File: src/rtl/sfr_pkg.sv
package sfr_pkg;

    localparam int unsigned IDLE_W   = 16;
    localparam int unsigned BYTE_W   = 8;
    localparam int unsigned CFG_IDX_W  = 2;
    localparam int unsigned CFG_DATA_W = 16;

    localparam logic [IDLE_W-1:0] IDLE_TICKS_RST    = 16'd1500;
    localparam logic [BYTE_W-1:0] MAX_LENGTH_RST    = 8'd64;
    localparam logic [BYTE_W-1:0] FRAME_ADDRESS_RST = 8'd200;
    localparam logic [BYTE_W-1:0] FRAME_TYPE_RST    = 8'd22;

    localparam logic [BYTE_W-1:0] MIN_LENGTH = 8'd3;

    localparam logic [CFG_IDX_W-1:0] CFG_IDLE_TICKS    = 2'd0;
    localparam logic [CFG_IDX_W-1:0] CFG_MAX_LENGTH    = 2'd1;
    localparam logic [CFG_IDX_W-1:0] CFG_FRAME_ADDRESS = 2'd2;
    localparam logic [CFG_IDX_W-1:0] CFG_FRAME_TYPE    = 2'd3;

    localparam logic OP_BYTE = 1'b0;
    localparam logic OP_TICK = 1'b1;

    localparam logic EV_PAYLOAD = 1'b0;
    localparam logic EV_LEN_ERR = 1'b1;

    typedef struct packed {
        logic [IDLE_W-1:0] idle_ticks;
        logic [BYTE_W-1:0] max_length;
        logic [BYTE_W-1:0] frame_address;
        logic [BYTE_W-1:0] frame_type;
    } t_cfg;

    typedef struct packed {
        logic              event_res;
        logic [BYTE_W-1:0] payload_byte;
        logic              last_byte;
    } t_result;

endpackage

File: src/rtl/sfr_parser.sv
module sfr_parser import sfr_pkg::*; (
    input  logic              i_clk,
    input  logic              i_rst_n,
    input  logic              i_step,
    input  logic              i_opcode,
    input  logic [BYTE_W-1:0] i_data_byte,
    input  t_cfg              i_cfg,
    output logic              o_res_valid,
    output t_result           o_res
);

    localparam logic [1:0] PH_HUNT  = 2'd0;
    localparam logic [1:0] PH_SYNC  = 2'd1;
    localparam logic [1:0] PH_FRAME = 2'd2;

    logic [1:0]        r_phase,        n_phase;
    logic [IDLE_W-1:0] r_idle_count,   n_idle_count;
    logic [BYTE_W-1:0] r_byte_count,   n_byte_count;
    logic [BYTE_W-1:0] r_seen_address, n_seen_address;
    logic [BYTE_W-1:0] r_frame_length, n_frame_length;
    logic              r_frame_match,  n_frame_match;

    logic [IDLE_W-1:0] w_idle_inc;
    logic [BYTE_W:0]   w_count_inc;
    logic              w_last;

    assign w_idle_inc  = (r_idle_count == {IDLE_W{1'b1}}) ? r_idle_count
                                                          : r_idle_count + 1'b1;
    assign w_count_inc = {1'b0, r_byte_count} + 1'b1;
    assign w_last      = w_count_inc >= {1'b0, r_frame_length};

    always_comb begin
        n_phase        = r_phase;
        n_idle_count   = r_idle_count;
        n_byte_count   = r_byte_count;
        n_seen_address = r_seen_address;
        n_frame_length = r_frame_length;
        n_frame_match  = r_frame_match;
        o_res_valid    = 1'b0;
        o_res          = '{event_res: EV_PAYLOAD, payload_byte: i_data_byte, last_byte: 1'b0};

        if (i_step) begin
            case (r_phase)
                PH_SYNC: begin
                    if (i_opcode == OP_BYTE) begin
                        if (r_byte_count == '0) begin
                            n_seen_address = i_data_byte;
                            n_byte_count   = 8'd1;
                        end else if (i_data_byte >= MIN_LENGTH
                                     && i_data_byte <= i_cfg.max_length) begin
                            n_frame_length = i_data_byte;
                            n_phase        = PH_FRAME;
                            n_byte_count   = '0;
                        end else begin
                            n_phase      = PH_HUNT;
                            n_idle_count = '0;
                            n_byte_count = '0;
                            o_res_valid  = 1'b1;
                            o_res        = '{event_res: EV_LEN_ERR, payload_byte: '0,
                                             last_byte: 1'b0};
                        end
                    end
                end
                PH_FRAME: begin
                    if (i_opcode == OP_BYTE) begin
                        if (r_byte_count == '0) begin
                            n_frame_match = (r_seen_address == i_cfg.frame_address)
                                            && (i_data_byte == i_cfg.frame_type);
                            n_byte_count  = 8'd1;
                        end else begin
                            if (w_last) begin
                                n_phase      = PH_HUNT;
                                n_idle_count = '0;
                                n_byte_count = '0;
                            end else begin
                                n_byte_count = w_count_inc[BYTE_W-1:0];
                            end
                            o_res_valid = r_frame_match;
                            o_res       = '{event_res: EV_PAYLOAD, payload_byte: i_data_byte,
                                            last_byte: w_last};
                        end
                    end
                end
                default: begin
                    n_phase = PH_HUNT;
                    if (i_opcode == OP_TICK) begin
                        n_idle_count = w_idle_inc;
                        if (w_idle_inc >= i_cfg.idle_ticks) begin
                            n_phase      = PH_SYNC;
                            n_byte_count = '0;
                        end
                    end else begin
                        n_idle_count = '0;
                    end
                end
            endcase
        end
    end

    always_ff @(posedge i_clk) begin
        if (!i_rst_n) begin
            r_phase        <= PH_HUNT;
            r_idle_count   <= '0;
            r_byte_count   <= '0;
            r_seen_address <= '0;
            r_frame_length <= '0;
            r_frame_match  <= 1'b0;
        end else begin
            r_phase        <= n_phase;
            r_idle_count   <= n_idle_count;
            r_byte_count   <= n_byte_count;
            r_seen_address <= n_seen_address;
            r_frame_length <= n_frame_length;
            r_frame_match  <= n_frame_match;
        end
    end

    a_phase_legal: assert property (@(posedge i_clk) disable iff (!i_rst_n)
        r_phase != 2'd3)
        else $error("parser phase left the legal codes");

    a_sync_count: assert property (@(posedge i_clk) disable iff (!i_rst_n)
        r_phase == PH_SYNC |-> r_byte_count <= 8'd1)
        else $error("byte count runs past the length byte while synced");

    a_frame_bound: assert property (@(posedge i_clk) disable iff (!i_rst_n)
        r_phase == PH_FRAME |-> r_byte_count < r_frame_length && r_frame_length >= MIN_LENGTH)
        else $error("frame byte count overran the frame length");

    a_err_clean: assert property (@(posedge i_clk) disable iff (!i_rst_n)
        o_res_valid && o_res.event_res == EV_LEN_ERR
        |-> o_res.payload_byte == '0 && !o_res.last_byte && n_phase == PH_HUNT)
        else $error("length error result malformed");

    a_last_hunt: assert property (@(posedge i_clk) disable iff (!i_rst_n)
        o_res_valid && o_res.last_byte |=> r_phase == PH_HUNT && r_idle_count == '0)
        else $error("block did not return to hunting after the last frame byte");

endmodule

File: config.mk
export PLATFORM = sky130hd
export DESIGN_NAME = sfr_parser
export DESIGN_NICKNAME = d
export VERILOG_FILES = /design/src/rtl/sfr_pkg.sv /design/src/rtl/sfr_parser.sv
export SDC_FILE = /design/constraint.sdc
export NUM_CORES = 1
export LEC_CHECK = 0
export BUFFER_PORTS_ARGS = -buffer_cell sky130_fd_sc_hd__clkbuf_2
export CORE_UTILIZATION = 46
export DETAILED_ROUTE_END_ITERATION = 16
export PLACE_DENSITY_LB_ADDON = 0.3
export SLEW_MARGIN = 30
export SYNTH_ARGS = -nofsm -noshare
export SYNTH_HDL_FRONTEND = slang
export SYNTH_SLANG_ARGS = --single-unit
File: constraint.sdc
create_clock -name i_clk -period 4.8 [get_ports i_clk]
set_input_delay 0.48 -clock i_clk [delete_from_list [all_inputs] [get_ports i_clk]]
set_output_delay 0.48 -clock i_clk [all_outputs]
set_load 0.02 [all_outputs]
* Yosys cells after proc, flatten, opt, wreduce, memory -nomap -nowiden
Cells that the tools add are included.
Cells by class: eq/ne operators 11, multiplexer cells 40, reductions and logical operators 11, $lt $le $gt $ge 4, add/subtract/negate cells 2, bitwise operators 2
Operators with widths (number):
- 16-bit two-way mux | 8
- 8-bit two-way mux | 6
- 10-bit two-way mux | 4
- 16-bit one-hot mux with 2 select lines | 1
- 10-bit one-hot mux with 2 select lines | 1
- 16-bit by 1-bit adder with 16-bit output, second input constant | 1
- 16-bit == test, second input constant | 1
- 8-bit == test | 2
- 16-bit greater-or-equal comparator | 1
- 8-bit one-hot mux with 2 select lines | 1
- 2-bit two-way mux | 6
- 2-bit inequality test, second input constant | 6
- 1-bit two-way mux | 11
- 5-bit AND reduction | 2
- 8-bit by 1-bit adder with 9-bit output, second input constant | 1
- 9-bit by 8-bit greater-or-equal comparator with 1-bit output | 1
- 8-bit by 2-bit greater-or-equal comparator with 1-bit output, second input constant | 1
- 8-bit <= comparator | 1
- 8-bit logical NOT | 1
- 4-bit AND reduction | 2
- 7-bit AND reduction | 1
- 6-bit AND reduction | 1
- 3-bit nonzero test | 2
- 2-bit one-hot mux with 2 select lines | 1
- 5 further kinds | 7
Storage, ports and cells: register bits after elaboration 43, bits of input ports 52

* Logic depth before layout (Yosys ltp)
depth in word-level cells 7, gate-level depth with buffers 16, gate-level depth less buffers 14

* Least setup slack after synthesis
No wires, ideal clock.
kind register -> register, from register r_idle_count[3], to register r_byte_count[7], cell stages (with the launch flop) 16, period minus slack after synthesis 3545 ps, slack 1255 ps, buffers on the path 2, data required time 4735 ps, data arrival time 3480 ps, cells stage by stage dfxtp_1 -> clkbuf_1 -> nand4_1 -> nor2_1 -> and4_1 -> clkbuf_1 -> nand2_1 -> mux2_2 -> ha_1 -> o211ai_1 -> a21oi_1 -> o41ai_1 -> a21oi_1 -> nor2_1 -> mux2_2 -> nor2_1
On the way: word-level cells in the longest chain between the ends 5, elaborated cells between the ends (all ways) 6, classes of those cells add/sub: 1; order compare: 1; eq/ne: 1; mux: 1; reduce/logical: 2
Ends and longest elaborated chain:
- start, declared | RTL line sfr_parser.sv:17 | logic [IDLE_W-1:0] r_idle_count, n_idle_count;
- start signal, assigned | RTL line sfr_parser.sv:110 | r_idle_count <= n_idle_count;
- 16-bit by 1-bit adder with 16-bit output or 16-bit == test (tied branches) | RTL line sfr_parser.sv:28, sfr_parser.sv:27
- 16-bit two-way mux * | RTL line sfr_parser.sv:27 | assign w_idle_inc = (r_idle_count == {IDLE_W{1'b1}}) ? r_idle_count
- 16-bit greater-or-equal comparator * | RTL line sfr_parser.sv:88 | if (w_idle_inc >= i_cfg.idle_ticks) begin
- 3-bit nonzero test (no line) *
- 5-bit AND reduction (no line) *
- end signal, assigned | RTL line sfr_parser.sv:111 | r_byte_count <= n_byte_count;
- end, declared | RTL line sfr_parser.sv:18 | logic [BYTE_W-1:0] r_byte_count, n_byte_count;
Every way passes the cells marked *; elsewhere a longest branch is shown, timed or not. A chain may end at the register's enable or synchronous reset.

* Worst setup path after layout
Ends and elaborated chain as after synthesis.

==> impl_metrics.py <==
metrics = {
    "hold_path": {
        "hp-class": "flip-flop to flip-flop",
    },
    "logic_synthesis": {
        "post_synth_main_area_contributors": "sky130_fd_sc_hd__dfxtp_1, sky130_fd_sc_hd__ha_1, sky130_fd_sc_hd__a21oi_1",
        "synth_simple_gate_area_share_pct": 24.2,
        "yosys_register_bits": 43,
        "synthCells": 448,
        "synth_largest_type_area_fraction_pct": 25.5,
        "synth_adder_area_share_pct": 13.7,
        "synth_top_family_by_area": "simple AND/OR/NAND/NOR gates",
        "synth_seq_area_share_pct": 25.5,
        "synth.mux.area_fraction_pct": 3.70,
        "fraction_of_the_mapped_netlist_area_in_compound_gates_pct": 18.5,
        "async_reset_ff_share_pct": 0,
        "post-synth-top-area-cell": "sky130_fd_sc_hd__dfxtp_1",
        "synth_warn": 0,
        "mappedNetlistArea_um2": 3380,
        "most_common_cell_in_the_netlist": "sky130_fd_sc_hd__nand2_1",
        "synthXorXnorAreaFrac_pct": 8.03,
        "mappedNetlistNets": 537,
        "per_instance_average_area_after_synthesis_um2": 7.55,
        "synth_enable_flop_cells": 0,
        "dominantRegCellSynth": "sky130_fd_sc_hd__dfxtp_1",
        "netlist_top_cells_count": "sky130_fd_sc_hd__nand2_1, sky130_fd_sc_hd__dfxtp_1, sky130_fd_sc_hd__a21oi_1, sky130_fd_sc_hd__inv_1, sky130_fd_sc_hd__ha_1",
        "number_of_different_library_cells_in_the_post_synthesis_netlist": 51,
    },
    "grt": {
        "grt_start_max_net_pins": 34,
        "antenna_found_initial": 0,
        "grt_usage_pct": 22.1,
        "grt_first_pass_wirelength_um": 13600,
        "first_global_vias": 3041,
        "overflow": 0,
    },
    "sta": {
        "timing.setup.tns_ps": 0,
        "rsz0062_at_grt": "no",
        "post_route_minimum_period_ps": 3930,
        "worst-slew-pin-transition_ps": 620,
        "timing_max_transition_violations_final": 0,
        "timing.final.setup_violations": 0,
        "final-hold-violation-count": 0,
        "min_period_over_period_pct": 81.9,
        "clock.fmax_ghz": 0.254,
        "max-slew-margin-rel_pct": 58.5,
        "skew_ps": 5.97,
    },
    "place": {
        "postPlaceCellArea_um2": 3760,
        "placed_cells_incl_taps": 591,
        "place.port_buffers": 62,
        "dp_hpwl_um": 6220,
        "gp_routability_congestion": 0.881,
    },
    "floorplan": {
        "initial_core_util_pct": 48.7,
        "die_area_um2": 7700,
        "die-height_um": 87.7,
        "io-pin-count": 63,
        "die_width_um": 87.7,
        "row_count": 30,
        "floorplan.core_area_um2": 6940,
    },
    "critical_path": {
        "cp-end-kind": "flip-flop",
        "worstSetupStartpointType": "flip-flop",
        "cp.required_ps": 5030,
        "type_of_the_worst_setup_path": "flip-flop to flip-flop",
        "data_arrival_critical_path_ps": 4160,
        "crit_path_max_fanout": 10,
    },
    "cells_and_area": {
        "area_delta_synth_final_pct": 13.2,
        "num_antenna_cells": 0,
        "final_design_area_no_fill_um2": 3830,
        "drive_above_1_share_pct": 15.0,
        "fill_cells": 678,
        "finalNetCount": 591,
        "final-instance-count-excl-fill": 597,
    },
    "pwr": {
        "maximum_vdd_drop_mv": 0.129,
        "power_density_nw_per_um2": 175,
        "leakage_nw": 1.71,
    },
    "drt": {
        "final_antenna_net_count": 0,
        "drc_errors": 0,
        "drt_iter0_drc": 134,
        "routed_wirelength_um": 8010,
        "route.detailed.vias_per_inst": 5.51,
        "detailedRoute.firstPassIterationCount": 4,
        "post_drt_wl_per_cell_um": 13.4,
        "route.vias.total": 3288,
    },
    "clock_network": {
        "clock_tree.buffer_depth": 2,
        "cts_tree": "built",
        "cts_max_level": 2,
        "cts.hold.buffers_added": 0,
        "clk_pin_slew_ps": 80,
        "cts_repair_resize_count": 0,
        "setup_buffers_after_cts": 0,
        "cts_num_sinks": 43,
        "cts_root_buffer": "sky130_fd_sc_hd__clkbuf_8",
        "number_of_cts_inserted_buffers": 5,
        "clk-insertion-delay-late_ps": 290,
    },
    "status": {
        "status": "finished clean",
    },
    "job": {
        "timing.max_cap.violations": 0,
    },
}
## critical path: stages (launching register included)
cell and delay, ps:
sky130_fd_sc_hd__dfxtp_1 470, sky130_fd_sc_hd__nand4_1 170, sky130_fd_sc_hd__nor2_1 180, sky130_fd_sc_hd__and4_1 380, sky130_fd_sc_hd__nand2_1 210, sky130_fd_sc_hd__mux2_2 350
sky130_fd_sc_hd__ha_1 280, sky130_fd_sc_hd__o211ai_1 160, sky130_fd_sc_hd__a21oi_1 60, sky130_fd_sc_hd__o41ai_1 410, sky130_fd_sc_hd__a21oi_1 200, sky130_fd_sc_hd__nor2_1 530
sky130_fd_sc_hd__mux2_2 400, sky130_fd_sc_hd__nor2_1 80
## registers in the layout, indices dropped and copies added (netlist names)
| signal | count |
|---|---|
| r_frame_match | 1 |
| r_seen_address | 8 |
| r_byte_count | 8 |
| r_phase | 2 |
| r_frame_length | 8 |
| r_idle_count | 16 |
## path summary, 6_finish.rpt
kind                                   startpoint                end  slack, ps  depth (start not counted)
worst max-delay path              r_idle_count[3]    r_byte_count[7]        870                         13
worst min-delay path            r_seen_address[4]  r_seen_address[4]        470                          2
worst max register to register    r_idle_count[3]    r_byte_count[7]        870                         13
worst min register to register  r_seen_address[4]  r_seen_address[4]        470                          2
## metal layers
layer	vias to the layer above	part of all wire (%)	wire [um]	global-route usage, %
met5	-	0	0	0
met4	0	0.39	31	3.58
met3	2	3.4	273	3.39
met2	63	48	3830	36.5
met1	1531	48	3880	30.8
li1	1692	-	-	-
## power by group
group          leakage [nW]  internal [W]  switching [W]  total [W]
Clock                0.0371     0.0000972       0.000115   0.000213
Combinational          1.33     0.0000398      0.0000595  0.0000993
Sequential            0.346      0.000357    0.000000943   0.000358
## cells in the final DEF, fill, tap and decap left out, types with 2 or more instances in the layout
master and instances:
sky130_fd_sc_hd__o41ai_1 3, sky130_fd_sc_hd__and4_1 2, sky130_fd_sc_hd__xnor2_1 11, sky130_fd_sc_hd__a41o_1 2, sky130_fd_sc_hd__ha_1 37, sky130_fd_sc_hd__nor4_1 6
sky130_fd_sc_hd__mux2i_1 8, sky130_fd_sc_hd__nand3b_1 3, sky130_fd_sc_hd__dfxtp_1 43, sky130_fd_sc_hd__a211oi_1 7, sky130_fd_sc_hd__a21o_1 4, sky130_fd_sc_hd__o211ai_1 7
sky130_fd_sc_hd__nand2_1 51, sky130_fd_sc_hd__xor2_1 20, sky130_fd_sc_hd__and3_1 7, sky130_fd_sc_hd__clkbuf_8 5, sky130_fd_sc_hd__a21oi_1 41, sky130_fd_sc_hd__nor3_1 9
sky130_fd_sc_hd__nor2b_1 9, sky130_fd_sc_hd__o21ai_1 3, sky130_fd_sc_hd__o2bb2ai_1 2, sky130_fd_sc_hd__o22ai_1 2, sky130_fd_sc_hd__clkbuf_2 62, sky130_fd_sc_hd__o21ai_0 12
sky130_fd_sc_hd__a31oi_1 2, sky130_fd_sc_hd__nand2b_1 3, sky130_fd_sc_hd__nand3_1 24, sky130_fd_sc_hd__or3_1 2, sky130_fd_sc_hd__o21a_1 3, sky130_fd_sc_hd__mux2_2 4
sky130_fd_sc_hd__and2_1 2, sky130_fd_sc_hd__nor2_1 35, sky130_fd_sc_hd__nand4_1 11, sky130_fd_sc_hd__inv_1 40
## layout make-up
cell class              count  area (um^2)  share of cell area [%]
flip-flops and latches     43          861                    22.5
inverters                  41          154                    4.02
multi-input cells         348         2300                    60.2
well taps                  96          120                    3.14
repair buffers             63          318                    8.30
clock buffers               6         72.6                    1.89
## stage by stage
step	setup slack (ps)	hold WS [ps]	utilization, %	power [W]
floorplan	1260	444	-	0.000421
global placement	1070	452	54.1	0.000464
finish	869	469	55.2	0.000670
global route	460	497	55.2	0.000702
CTS	927	473	55.2	0.000676
detailed placement	946	462	54.1	0.000465
## cell families after synthesis
logic type / Yosys count
xor gates and xnor gates: 31
DFF: 43
and+or+nand+nor: 169
muxes: 12
buffers and inverters: 57
adders and majority gates: 37
AOI/OAI and AO/OA: 99
(Power assumes the default switching activity.)
